## src/rtl/bre_pkg.sv

```systemverilog
// shared types, register codes and constants of the run rectangle extractor
package bre_pkg;

  // default sizes of the display and the source bitmap
  localparam int DEF_SCREEN_WIDTH    = 396;
  localparam int DEF_SCREEN_HEIGHT   = 224;
  localparam int DEF_MAX_IMAGE_WIDTH = 2048;
  localparam int MAX_IMAGE_HEIGHT    = 2048;

  // configuration port
  localparam int CFG_IDX_W  = 3;
  localparam int CFG_DATA_W = 12;
  localparam logic [CFG_IDX_W-1:0] REG_IMAGE_WIDTH  = 3'd0;
  localparam logic [CFG_IDX_W-1:0] REG_IMAGE_HEIGHT = 3'd1;
  localparam logic [CFG_IDX_W-1:0] REG_VIEW_LEFT    = 3'd2;
  localparam logic [CFG_IDX_W-1:0] REG_VIEW_TOP     = 3'd3;
  localparam logic [CFG_IDX_W-1:0] REG_ZOOM_FACTOR  = 3'd4;

  // internal coordinate widths
  localparam int CRD_W  = 12;  // image sizes, rows, screen coordinates
  localparam int RX_W   = 11;  // viewport-relative x, up to the view width
  localparam int PIX_N  = 8;   // pixels per byte

  // geometry pipeline depth and span queue depth (power of two)
  localparam int GEO_LAT     = 5;
  localparam int QUEUE_DEPTH = 4;

  typedef struct packed {
    logic [7:0] pixel_byte;
    logic       frame_start;
  } in_item_t;

  typedef struct packed {
    logic [8:0] rect_left;
    logic [7:0] rect_top;
    logic [8:0] rect_right;
    logic [7:0] rect_bottom;
    logic       last_of_item;
  } out_item_t;

  // settled viewport geometry
  typedef struct packed {
    logic [CRD_W-1:0] w;
    logic [CRD_W-1:0] h;
    logic [CRD_W-1:0] pan_x;
    logic [CRD_W-1:0] pan_y;
    logic [CRD_W-1:0] vis_w;
    logic [CRD_W-1:0] vis_h;
    logic [CRD_W-1:0] dst_x;
    logic [CRD_W-1:0] dst_y;
    logic [1:0]       z;
  } geom_t;

  // closed runs of one byte: a flag per pixel where a run closes,
  // with its start and exclusive end in viewport x
  typedef struct packed {
    logic [PIX_N-1:0]           close;
    logic [PIX_N-1:0][RX_W-1:0] start;
    logic [PIX_N-1:0][RX_W-1:0] stop;
    logic [7:0]                 top;
    logic [7:0]                 bottom;
  } span_t;

endpackage

```

## src/rtl/bre_geom.sv

```systemverilog
// configuration registers and the pipelined viewport geometry
module bre_geom import bre_pkg::*; #(
  parameter int SCREEN_WIDTH    = DEF_SCREEN_WIDTH,
  parameter int SCREEN_HEIGHT   = DEF_SCREEN_HEIGHT,
  parameter int MAX_IMAGE_WIDTH = DEF_MAX_IMAGE_WIDTH
) (
  input  logic                  clk,
  input  logic                  rst_n,
  input  logic                  cfg_valid,
  input  logic [CFG_IDX_W-1:0]  cfg_index,
  input  logic [CFG_DATA_W-1:0] cfg_data,
  output geom_t                 geom,
  output logic                  busy
);

  localparam int CNT_W = $clog2(GEO_LAT + 1);
  localparam logic [CRD_W:0]   MAXW = (CRD_W+1)'(MAX_IMAGE_WIDTH);
  localparam logic [CRD_W:0]   MAXH = (CRD_W+1)'(MAX_IMAGE_HEIGHT);
  localparam logic [CRD_W-1:0] VW1  = CRD_W'(SCREEN_WIDTH);
  localparam logic [CRD_W-1:0] VW2  = CRD_W'(SCREEN_WIDTH / 2);
  localparam logic [CRD_W-1:0] VW3  = CRD_W'(SCREEN_WIDTH / 3);
  localparam logic [CRD_W-1:0] VH1  = CRD_W'(SCREEN_HEIGHT);
  localparam logic [CRD_W-1:0] VH2  = CRD_W'(SCREEN_HEIGHT / 2);
  localparam logic [CRD_W-1:0] VH3  = CRD_W'(SCREEN_HEIGHT / 3);
  localparam logic [CRD_W-1:0] SW_C = CRD_W'(SCREEN_WIDTH);
  localparam logic [CRD_W-1:0] SH_C = CRD_W'(SCREEN_HEIGHT);

  logic [11:0]      img_w_r;
  logic [11:0]      img_h_r;
  logic [10:0]      view_left_r;
  logic [10:0]      view_top_r;
  logic [1:0]       zoom_r;
  logic [CNT_W-1:0] settle_r;

  geom_t            a_nxt, a_r, b_nxt, b_r, c_nxt, c_r, d_nxt, d_r, e_nxt, e_r;
  logic [CRD_W-1:0] dw_c, dh_c;

  // register writes; indexes past the list are dropped
  always_ff @(posedge clk) begin
    if (!rst_n) begin
      img_w_r     <= 12'd384;
      img_h_r     <= 12'd216;
      view_left_r <= '0;
      view_top_r  <= '0;
      zoom_r      <= 2'd1;
    end else if (cfg_valid) begin
      unique case (cfg_index)
        REG_IMAGE_WIDTH:  img_w_r     <= cfg_data;
        REG_IMAGE_HEIGHT: img_h_r     <= cfg_data;
        REG_VIEW_LEFT:    view_left_r <= cfg_data[10:0];
        REG_VIEW_TOP:     view_top_r  <= cfg_data[10:0];
        REG_ZOOM_FACTOR:  zoom_r      <= cfg_data[1:0];
        default: ;
      endcase
    end
  end

  // hold off input until the geometry pipeline has seen the new registers
  always_ff @(posedge clk) begin
    if (!rst_n) begin
      settle_r <= CNT_W'(GEO_LAT);
    end else if (cfg_valid) begin
      settle_r <= CNT_W'(GEO_LAT);
    end else if (settle_r != '0) begin
      settle_r <= settle_r - 1'b1;
    end
  end

  assign busy = (settle_r != '0);

  // stage a: clamp sizes and zoom, view size; pan limit kept in pan_x/pan_y
  always_comb begin
    a_nxt = '0;
    a_nxt.w = (img_w_r == '0) ? CRD_W'(1) :
              (({1'b0, img_w_r} > MAXW) ? MAXW[CRD_W-1:0] : img_w_r);
    a_nxt.h = (img_h_r == '0) ? CRD_W'(1) :
              (({1'b0, img_h_r} > MAXH) ? MAXH[CRD_W-1:0] : img_h_r);
    a_nxt.z = (zoom_r == 2'd0) ? 2'd1 : zoom_r;
    unique case (a_nxt.z)
      2'd1: begin
        a_nxt.vis_w = VW1;
        a_nxt.vis_h = VH1;
      end
      2'd2: begin
        a_nxt.vis_w = VW2;
        a_nxt.vis_h = VH2;
      end
      default: begin
        a_nxt.vis_w = VW3;
        a_nxt.vis_h = VH3;
      end
    endcase
    a_nxt.pan_x = (a_nxt.w > a_nxt.vis_w) ? a_nxt.w - a_nxt.vis_w : '0;
    a_nxt.pan_y = (a_nxt.h > a_nxt.vis_h) ? a_nxt.h - a_nxt.vis_h : '0;
  end

  // stage b: clamp the requested pan to its limit
  always_comb begin
    b_nxt = a_r;
    b_nxt.pan_x = ({1'b0, view_left_r} > a_r.pan_x) ? a_r.pan_x : {1'b0, view_left_r};
    b_nxt.pan_y = ({1'b0, view_top_r} > a_r.pan_y) ? a_r.pan_y : {1'b0, view_top_r};
  end

  // stage c: visible size, view size capped by what is left of the image
  always_comb begin
    c_nxt = b_r;
    dw_c  = b_r.w - b_r.pan_x;
    dh_c  = b_r.h - b_r.pan_y;
    c_nxt.vis_w = (dw_c > b_r.vis_w) ? b_r.vis_w : dw_c;
    c_nxt.vis_h = (dh_c > b_r.vis_h) ? b_r.vis_h : dh_c;
  end

  // stage d: scaled visible size, kept in dst_x/dst_y
  always_comb begin
    d_nxt = c_r;
    d_nxt.dst_x = c_r.vis_w * CRD_W'(c_r.z);
    d_nxt.dst_y = c_r.vis_h * CRD_W'(c_r.z);
  end

  // stage e: centring offsets
  always_comb begin
    e_nxt = d_r;
    e_nxt.dst_x = (SW_C - d_r.dst_x) >> 1;
    e_nxt.dst_y = (SH_C - d_r.dst_y) >> 1;
  end

  always_ff @(posedge clk) begin
    a_r <= a_nxt;
    b_r <= b_nxt;
    c_r <= c_nxt;
    d_r <= d_nxt;
    e_r <= e_nxt;
  end

  assign geom = e_r;

endmodule

```

## src/rtl/bre_front.sv

```systemverilog
// front end: row and column tracking, pixel scan and run closing per byte
module bre_front import bre_pkg::*; #(
  parameter int MAX_IMAGE_WIDTH = DEF_MAX_IMAGE_WIDTH
) (
  input  logic     clk,
  input  logic     rst_n,
  input  logic     in_push,
  input  in_item_t in_item,
  output logic     in_full,
  input  geom_t    geom,
  input  logic     busy,
  input  logic     q_full,
  output logic     q_push,
  output span_t    q_data
);

  localparam int COL_W = $clog2(MAX_IMAGE_WIDTH / PIX_N);

  typedef struct packed {
    logic [7:0]       pix;
    logic [COL_W-1:0] col;
    logic [CRD_W-1:0] ry;
    logic             act;
    logic             vis;
    logic             row_end;
    logic             fs;
  } stage_t;

  logic [CRD_W-1:0] row_r, eff_row_c, ry_c;
  logic [COL_W-1:0] col_r, eff_col_c;
  logic [COL_W:0]   col_inc_c;
  logic [COL_W+3:0] col_end_px_c;
  logic             active_c, row_end_c, row_vis_c, accept_c;

  logic             s1_v_r;
  stage_t           s1_r;

  logic             run_open_r, open_c, open_nxt;
  logic [RX_W-1:0]  run_start_r, start_c;
  logic [CRD_W-1:0] x_c, rx_c, top_c;
  logic             pv_c, black_c, need_push_c, s1_go_c;
  span_t            span_c;

  // classify the incoming beat against the current row and column
  always_comb begin
    eff_row_c    = in_item.frame_start ? '0 : row_r;
    eff_col_c    = in_item.frame_start ? '0 : col_r;
    active_c     = (eff_row_c < geom.h);
    col_inc_c    = {1'b0, eff_col_c} + 1'b1;
    col_end_px_c = {col_inc_c, 3'b000};
    row_end_c    = ((CRD_W+1)'(col_end_px_c) >= {1'b0, geom.w});
    ry_c         = eff_row_c - geom.pan_y;
    row_vis_c    = (eff_row_c >= geom.pan_y) && (ry_c < geom.vis_h);
  end

  assign accept_c = in_push && !in_full;

  // row and column position
  always_ff @(posedge clk) begin
    if (!rst_n) begin
      row_r <= '0;
      col_r <= '0;
    end else if (accept_c && active_c) begin
      if (row_end_c) begin
        row_r <= eff_row_c + 1'b1;
        col_r <= '0;
      end else begin
        row_r <= eff_row_c;
        col_r <= col_inc_c[COL_W-1:0];
      end
    end
  end

  // classified beat register
  always_ff @(posedge clk) begin
    if (!rst_n) begin
      s1_v_r <= 1'b0;
    end else if (accept_c) begin
      s1_v_r <= 1'b1;
    end else if (s1_go_c) begin
      s1_v_r <= 1'b0;
    end
  end

  always_ff @(posedge clk) begin
    if (accept_c) begin
      s1_r.pix     <= in_item.pixel_byte;
      s1_r.col     <= eff_col_c;
      s1_r.ry      <= ry_c;
      s1_r.act     <= active_c;
      s1_r.vis     <= active_c && row_vis_c;
      s1_r.row_end <= row_end_c;
      s1_r.fs      <= in_item.frame_start;
    end
  end

  // walk the eight pixels, leftmost first, opening and closing runs
  always_comb begin
    open_c  = s1_r.fs ? 1'b0 : run_open_r;
    start_c = run_start_r;
    span_c  = '0;
    x_c     = '0;
    rx_c    = '0;
    pv_c    = 1'b0;
    black_c = 1'b0;
    for (int b = 0; b < PIX_N; b++) begin
      x_c     = CRD_W'({s1_r.col, 3'(b)});
      rx_c    = x_c - geom.pan_x;
      pv_c    = s1_r.vis && (x_c < geom.w) && (x_c >= geom.pan_x) && (rx_c < geom.vis_w);
      black_c = s1_r.pix[PIX_N-1-b];
      if (pv_c) begin
        if (black_c && !open_c) begin
          open_c  = 1'b1;
          start_c = rx_c[RX_W-1:0];
        end else if (!black_c && open_c) begin
          span_c.close[b] = 1'b1;
          span_c.start[b] = start_c;
          span_c.stop[b]  = rx_c[RX_W-1:0];
          open_c          = 1'b0;
        end
        // run reaching the right edge of the view
        if ((rx_c == geom.vis_w - 1'b1) && open_c) begin
          span_c.close[b] = 1'b1;
          span_c.start[b] = start_c;
          span_c.stop[b]  = rx_c[RX_W-1:0] + 1'b1;
          open_c          = 1'b0;
        end
      end
    end
    open_nxt = s1_r.row_end ? 1'b0 : open_c;
  end

  // scaled row top and bottom
  always_comb begin
    top_c         = geom.dst_y + s1_r.ry * CRD_W'(geom.z);
    q_data        = span_c;
    q_data.top    = top_c[7:0];
    q_data.bottom = 8'(top_c + CRD_W'(geom.z) - 1'b1);
  end

  assign need_push_c = (span_c.close != '0);
  assign s1_go_c     = s1_v_r && (!need_push_c || !q_full);
  assign q_push      = s1_v_r && need_push_c && !q_full;
  assign in_full     = busy || (s1_v_r && !s1_go_c);

  // open run carried from byte to byte
  always_ff @(posedge clk) begin
    if (!rst_n) begin
      run_open_r  <= 1'b0;
      run_start_r <= '0;
    end else if (s1_go_c && s1_r.act) begin
      run_open_r  <= open_nxt;
      run_start_r <= start_c;
    end
  end

endmodule

```

## src/rtl/bre_fifo.sv

```systemverilog
// short queue of closed-run records between front and back end
module bre_fifo import bre_pkg::*; (
  input  logic  clk,
  input  logic  rst_n,
  input  logic  push,
  input  span_t wdata,
  output logic  full,
  input  logic  pop,
  output span_t rdata,
  output logic  empty
);

  localparam int PTR_W = $clog2(QUEUE_DEPTH);
  localparam int CNT_W = $clog2(QUEUE_DEPTH + 1);

  span_t            mem_r [QUEUE_DEPTH];
  logic [PTR_W-1:0] wr_ptr_r, rd_ptr_r;
  logic [CNT_W-1:0] count_r;
  logic             do_push, do_pop;

  assign full    = (count_r == CNT_W'(QUEUE_DEPTH));
  assign empty   = (count_r == '0);
  assign do_push = push && !full;
  assign do_pop  = pop && !empty;
  assign rdata   = mem_r[rd_ptr_r];

  // pointers and fill level
  always_ff @(posedge clk) begin
    if (!rst_n) begin
      wr_ptr_r <= '0;
      rd_ptr_r <= '0;
      count_r  <= '0;
    end else begin
      if (do_push) begin
        wr_ptr_r <= wr_ptr_r + 1'b1;
      end
      if (do_pop) begin
        rd_ptr_r <= rd_ptr_r + 1'b1;
      end
      if (do_push && !do_pop) begin
        count_r <= count_r + 1'b1;
      end else if (do_pop && !do_push) begin
        count_r <= count_r - 1'b1;
      end
    end
  end

  // entry storage
  always_ff @(posedge clk) begin
    if (do_push) begin
      mem_r[wr_ptr_r] <= wdata;
    end
  end

endmodule

```

## src/rtl/bre_back.sv

```systemverilog
// back end: one rectangle per cycle from the queued runs unless stalled
module bre_back import bre_pkg::*; (
  input  logic      clk,
  input  logic      rst_n,
  input  span_t     head,
  input  logic      q_empty,
  output logic      q_pop,
  input  geom_t     geom,
  input  logic      out_pop,
  output logic      out_empty,
  output out_item_t out_item
);

  logic [PIX_N-1:0] taken_r, work_c, sel_oh_c;
  logic [2:0]       sel_c;
  logic [RX_W-1:0]  st_c, sp_c;
  logic [CRD_W-1:0] left_c, right_c;
  logic             last_c, adv_c, out_v_r;
  out_item_t        out_r;

  // lowest pending close of the head record
  always_comb begin
    work_c = head.close & ~taken_r;
    sel_c  = '0;
    for (int b = PIX_N - 1; b >= 0; b--) begin
      if (work_c[b]) begin
        sel_c = 3'(b);
      end
    end
    sel_oh_c = PIX_N'(1) << sel_c;
    last_c   = ((work_c & ~sel_oh_c) == '0);
    st_c     = head.start[sel_c];
    sp_c     = head.stop[sel_c];
    left_c   = geom.dst_x + CRD_W'(st_c) * CRD_W'(geom.z);
    right_c  = geom.dst_x + CRD_W'(sp_c) * CRD_W'(geom.z) - 1'b1;
  end

  assign adv_c     = !q_empty && (!out_v_r || out_pop);
  assign q_pop     = adv_c && last_c;
  assign out_empty = !out_v_r;
  assign out_item  = out_r;

  // output register and progress through the head record
  always_ff @(posedge clk) begin
    if (!rst_n) begin
      out_v_r <= 1'b0;
      taken_r <= '0;
    end else begin
      if (adv_c) begin
        out_v_r <= 1'b1;
        taken_r <= last_c ? '0 : (taken_r | sel_oh_c);
      end else if (out_pop) begin
        out_v_r <= 1'b0;
      end
    end
  end

  always_ff @(posedge clk) begin
    if (adv_c) begin
      out_r.rect_left    <= left_c[8:0];
      out_r.rect_top     <= head.top;
      out_r.rect_right   <= right_c[8:0];
      out_r.rect_bottom  <= head.bottom;
      out_r.last_of_item <= last_c;
    end
  end

endmodule

```

## src/rtl/bitmap_run_rect_extractor.sv

```systemverilog
// top level of the bitmap run rectangle extractor
// Takes a packed 1-bit-per-pixel bitmap one byte per beat in raster order
// (bit 7 leftmost, rows padded to whole bytes) and emits every black run of
// each visible row as a zoomed, centred screen rectangle. The input side
// takes one byte per clock unless it reports full; a byte is classified
// as it is taken, registered and scanned in the next cycle; its closed
// runs go into a four-record queue. The back end turns one run into one
// rectangle per clock while results are popped, so the result port sets
// the sustained rate. After reset and every configuration write the input
// reports full while the geometry pipeline settles. The user must write
// configuration only while the block is idle; it is not enforced.
module bitmap_run_rect_extractor import bre_pkg::*; #(
  parameter int SCREEN_WIDTH    = DEF_SCREEN_WIDTH,
  parameter int SCREEN_HEIGHT   = DEF_SCREEN_HEIGHT,
  parameter int MAX_IMAGE_WIDTH = DEF_MAX_IMAGE_WIDTH
) (
  input  logic                  clk,
  input  logic                  rst_n,
  input  logic                  in_push,
  input  in_item_t              in_item,
  output logic                  in_full,
  output logic                  out_empty,
  input  logic                  out_pop,
  output out_item_t             out_item,
  input  logic                  cfg_valid,
  output logic                  cfg_ready,
  input  logic [CFG_IDX_W-1:0]  cfg_index,
  input  logic [CFG_DATA_W-1:0] cfg_data
);

  geom_t geom;
  logic  busy;
  logic  q_push, q_full, q_pop, q_empty;
  span_t q_wdata, q_rdata;

  assign cfg_ready = 1'b1;

  // configuration and geometry
  bre_geom #(
    .SCREEN_WIDTH    (SCREEN_WIDTH),
    .SCREEN_HEIGHT   (SCREEN_HEIGHT),
    .MAX_IMAGE_WIDTH (MAX_IMAGE_WIDTH)
  ) u_geom (
    .clk       (clk),
    .rst_n     (rst_n),
    .cfg_valid (cfg_valid && cfg_ready),
    .cfg_index (cfg_index),
    .cfg_data  (cfg_data),
    .geom      (geom),
    .busy      (busy)
  );

  // byte intake and run scan
  bre_front #(
    .MAX_IMAGE_WIDTH (MAX_IMAGE_WIDTH)
  ) u_front (
    .clk     (clk),
    .rst_n   (rst_n),
    .in_push (in_push),
    .in_item (in_item),
    .in_full (in_full),
    .geom    (geom),
    .busy    (busy),
    .q_full  (q_full),
    .q_push  (q_push),
    .q_data  (q_wdata)
  );

  // run record queue
  bre_fifo u_fifo (
    .clk   (clk),
    .rst_n (rst_n),
    .push  (q_push),
    .wdata (q_wdata),
    .full  (q_full),
    .pop   (q_pop),
    .rdata (q_rdata),
    .empty (q_empty)
  );

  // rectangle output
  bre_back u_back (
    .clk       (clk),
    .rst_n     (rst_n),
    .head      (q_rdata),
    .q_empty   (q_empty),
    .q_pop     (q_pop),
    .geom      (geom),
    .out_pop   (out_pop),
    .out_empty (out_empty),
    .out_item  (out_item)
  );

endmodule
```

## config.mk

```make
export PLATFORM = sky130hd
export DESIGN_NAME = bitmap_run_rect_extractor
export DESIGN_NICKNAME = d
export VERILOG_FILES = /design/src/rtl/bre_pkg.sv /design/src/rtl/bre_geom.sv /design/src/rtl/bre_front.sv /design/src/rtl/bre_fifo.sv /design/src/rtl/bre_back.sv /design/src/rtl/bitmap_run_rect_extractor.sv
export SDC_FILE = /design/constraint.sdc
export NUM_CORES = 2
export LEC_CHECK = 0
export BUFFER_PORTS_ARGS = -buffer_cell sky130_fd_sc_hd__buf_2
export CAP_MARGIN = 20
export CORE_ASPECT_RATIO = 0.7
export CORE_MARGIN = 2
export CORE_UTILIZATION = 60
export CTS_CLUSTER_SIZE = 14
export DETAILED_ROUTE_END_ITERATION = 10
export PLACE_DENSITY = 0.76
export REMOVE_ABC_BUFFERS = 1
export SYNTH_ARGS = -nofsm -noshare
export SYNTH_HDL_FRONTEND = slang
export SYNTH_HIERARCHICAL = 1
export SYNTH_SLANG_ARGS = --single-unit
export TNS_END_PERCENT = 20
```

## constraint.sdc

```tcl
create_clock -name clk -period 21.9 [get_ports clk]
set_clock_uncertainty 0.15 [all_clocks]
set_input_delay 2.19 -clock clk [delete_from_list [all_inputs] [get_ports clk]]
set_output_delay 2.19 -clock clk [all_outputs]
set_load 0.02 [all_outputs]
```

After elaboration in Yosys (flattened, before gate mapping)
Memories as Yosys holds them, arrays and structs flattened. A register that Yosys moved wholly into a read port is not among the register bits.
Cells that the tools add are included.
- register bits: 567
- memory bits (writable): 800
- input port bits: 29
- output and inout bits: 38
- logic and storage cells: 471
- memories kept: 1
- memory list (memory ; words ; bits a word ; rd ports ; clocked after Yosys merged registers in ; write ports ; RTL line ; RTL):
    u_fifo.mem_r ; 4 ; 200 ; 1 ; 1 ; 1 ; bre_fifo.sv:16 ; span_t mem_r [QUEUE_DEPTH];
- add/sub/neg operators: 37
- multipliers: 5
- $lt $le $gt $ge: 37
- equality and inequality tests: 15
- shifts and indexed selects: 1
- multiplexer cells: 193
- bitwise gates (word level): 6
- reduce and logical (&&, ||, !) cells: 107
- operators by type and width (cell ; number):
    11-bit two-way mux ; 86
    12-bit < comparator ; 10
    12-bit equality test ; 8
    11-bit by 12-bit >= comparator with 1-bit output ; 8
    11-bit by 12-bit < comparator with 1-bit output ; 8
    12-bit two-way mux ; 8
    11-bit by 12-bit subtractor with 12-bit output ; 8
    11-bit by 1-bit adder with 11-bit output, second input constant ; 8
    1-bit two-way mux ; 80
    11-bit binary-select mux with 3-bit select ; 2
    1-bit logical AND ; 63
    12-bit subtractor ; 4
    21-bit case mux with 2 select lines ; 1
    3-bit two-way mux ; 10
    12-bit >= comparator ; 2
    11-bit by 12-bit > comparator with 1-bit output ; 2
    12-bit > comparator ; 2
    12-bit > comparator, second input constant ; 2
    12-bit by 9-bit > comparator with 1-bit output ; 2
    1-bit logical NOT ; 24
    12-bit logical NOT ; 2
    8-bit two-way mux ; 3
    11-bit by 2-bit multiplier with 9-bit output ; 2
    9-bit adder ; 2
    other kinds (37) ; 54

Depth between registers and ports, before layout
- depth in word-level cells: 67
- mapped depth: 35
- depth with buffers taken out: 29

By module
Netlist, hierarchy kept.
- modules (own cells, without submodules) (module ; times used ; cells an instance ; area each (um^2) ; seq. area each (um^2)):
    bre_fifo ; 1 ; 1092 ; 29358.2 ; 24203.2
    bre_front ; 1 ; 2232 ; 15840.2 ; 1501.4
    bre_geom ; 1 ; 1322 ; 14473.9 ; 8548.2
    bre_back ; 1 ; 495 ; 4289.1 ; 1231.2
    bitmap_run_rect_extractor ; 1 ; 2 ; 11.3 ; 0.0

Worst setup path after synthesis
Ideal clock, no wire load.
- kind: register to register
- start point: register u_geom.e_r, in the netlist u_geom/geom[62]
- end point: memory u_fifo/mem_r[0][0] (netlist bit), enable pin
- library setup time: 0.585 ns
- arrival: 10.465 ns
- required time: 21.165 ns
- slack: 10.700 ns
- stages on the path, launching flop included: 29
- buffers on the path: 8
- clock period less this slack: 11.200 ns
- path through: dfxtp_1 > clkbuf_1 > inv_1 > clkbuf_1 > clkbuf_1 > ha_1 > clkbuf_1 > xor2_1 > inv_1 > ha_1 > and4_1 > o21ai_0 > o2111ai_1 > a221o_1 > or2_2 > clkbuf_1 > nor2_1 > a2111oi_1 > nor3_2 > a211o_1 > a21o_1 > buf_2 > inv_2 > o41ai_4 > buf_4 > nor2_1 > nor2b_1 > buf_2 > and2_1
- RTL lines (what ; RTL line ; RTL):
    start: declaration ; bre_geom.sv:35 ; geom_t a_nxt, a_r, b_nxt, b_r, c_nxt, c_r, d_nxt, d_r, e_nxt, e_r;
    start signal: assignment ; bre_geom.sv:132 ; e_r <= e_nxt;
    end: declaration ; bre_fifo.sv:16 ;

==> metrics <==
outcome complete, no violations; slack of the critical path 11.01 ns; multi-input logic area 24300 um^2; Die Ht 264 um; Final Slew Violations 0; Finish-stage setup viols 0; vias in the first global route 38000; Die Area 99100 um^2; CP Launch Point u_front/s1_r[16]; Crit. path cell count 23; CP arrival 8.55 ns; Reg2Reg Depth 25; IO Pins 67; Longest Clk Path Bufs 3; # fillers 6961; Num Clock Sinks 1201; Setup Fix Bufs, Post-CTS 0; Worst-path clk slew 0.07 ns; CTS Hold Bufs 0; max_slew headroom 13.5%; Leak 23.0 nW; IO Port Bufs 65; number of synthesis warnings 6; 1st-iter DRT viols 5295; clk_lat worst skew 0.73 ns; CTS H-tree lvls 3; nets 5155; WL per Instance 27.8 um; slew of the pin with the lowest slew margin 1.28 ns; gpl congestion 1.01; Residual DRC 0; dpl hpwl 124 mm; Tmin final 10.89 ns; CP Buf/Inv Count 5; crit end category primary output; critical path class reg2out; Largest stage delay, worst path 0.74 ns; Inst Count DP 5952; Non-Filler Instances 6150; GRT Overall Usage 34.5%; Rows 95; CP cell instances ha_1 -> ha_1 -> a21oi_1 -> o21ai_0 -> xor2_1 -> ha_1 -> o21ai_0 -> a21oi_1 -> a221o_1 -> o21ai_0 -> a21boi_0 -> a2111oi_1 -> buf_4 -> nor3_2 -> a211oi_1 -> o21ai_2 -> buf_4 -> inv_1 -> o41ai_4 -> buf_4 -> nor2_1 -> or2_2 -> buf_2; Place WS 11.83 ns; fin crit share 49.7%; core area 95800 um^2; CP startpoint kind flop; routed via count 39900; PD cells 88.8 nW/um^2; Mapped Area 57900 um^2; Max Fclk 91.8 MHz; CP max-delay cell ha_1; total grt overflow 0; Seq. cell area 31400 um^2; vias per cell 6.49; DRT Wirelength 171 mm; Syn Area/Cell 12.2 um^2; Final ANT Viol Nets 0; Max Cap Violations 0; first-pass iteration count of the detailed router 7; worst r2r dst u_fifo/mem_r[0][189]; Area Growth Syn to Fin 8.97%; CP max FO 18; post-cts repair resize count 0; Cells after Synth 4762; critical path's top delay family compound AO/OA/AOI/OAI gates; share of layout cells above drive strength 1 12.5%; Fin. Hold Viols 0; initial antenna violation count 6; CTS tree done; total CTS buffers 108; Critical Path End in_full; starting density of the core 60.5%; RSZ-0062 raised after global routing no; global-route wire length before repair 252 mm; Root Driver clkbuf_16; total negative slack 0 ns; hold crit path type reg2reg; Peak VDD IR 0.100 mV; worst flop-to-flop path startpoint u_front/s1_r[16]; critical path data required time 19.56 ns; r2r setup slk 11.50 ns; die width 375 um; largest net degree at the start of global routing 148
## registers in the layout, indices dropped and copies added (netlist names), 2 cells and up, named ones only
signal,flops
u_geom/view_top_r,11
u_fifo/rd_ptr_r,2
u_geom/zoom_r,2
u_fifo/mem_r,672
u_geom/img_h_r,12
u_geom/d_r,93
u_geom/c_r,74
u_geom/img_w_r,12
u_fifo/count_r,3
u_front/row_r,12
u_back/taken_r,8
u_back/out_item,35
u_geom/a_r,54
u_fifo/wr_ptr_r,2
u_geom/geom,91
u_front/run_start_r,9
u_geom/settle_r,3
u_geom/view_left_r,11
u_front/col_r,8
u_front/s1_r,27
u_geom/b_r,54
## worst min path at each step
stage	startpoint	end	slack (ns)	cells past startpoint
final	u_geom/c_r[54]	u_geom/d_r[54]	0.17	0
after global routing	u_geom/d_r[41]	u_geom/geom[41]	0.17	0
after CTS	u_geom/d_r[41]	u_geom/geom[41]	0.17	0
after detailed placement	u_geom/a_r[76]	u_geom/b_r[76]	0.16	0
after global placement	u_geom/d_r[76]	u_geom/geom[76]	0.16	0
after floorplan	u_geom/a_r[0]	u_geom/b_r[0]	0.16	0
## power by group
group,internal (mW),switching [mW],total (mW),leakage [nW]
registers,2.52,0.0527,2.57,10.5
logic,0.427,0.671,1.10,10.7
clock network,1.09,0.842,1.93,1.76
## layout make-up
cell class | count | share of cell area, %
clock inverter | 40 | 0.803
sequential | 1201 | 49.8
inverter | 296 | 1.76
timing repair buffer | 163 | 1.70
tap | 1261 | 2.50
antenna | 1 | 0.00396
clock buffer | 154 | 4.95
multi-input combinational | 3034 | 38.5
## stage by stage
| step | util [%] | total power, mW | area (um^2) | hold slack, ns |
|---|---|---|---|---|
| 2_1_floorplan | - | 3.34 | 56800 | 0.160 |
| 3_3_place_gp | 62.1 | 3.66 | 59500 | 0.160 |
| 3_5_place_dp | 62.1 | 3.68 | 59500 | 0.162 |
| 4_1_cts | 65.9 | 5.59 | 63100 | 0.167 |
| 5_1_grt | 65.9 | 5.81 | 63100 | 0.172 |
| 6_report | 65.9 | 5.60 | 63100 | 0.168 |
## per-layer routing
layer,track usage [%],vias up,wire length [um]
li1,-,17600,-
met1,50.4,19600,71100
met2,50.0,2443,72700
met3,9.93,345,21200
met4,11.1,4,6030
met5,0,-,26
## placed cells by master, fill, tap and decap left out, types with 104 or more instances in the layout
cell type,instances
a21oi_1,216
clkbuf_16,114
dfxtp_1,464
edfxtp_1,735
ha_1,290
inv_1,290
mux4_2,168
nand2_1,365
nand3_1,104
nor2_1,294
o21ai_0,125
xnor2_1,178
Note: power is estimated with default switching activity, not from simulation.
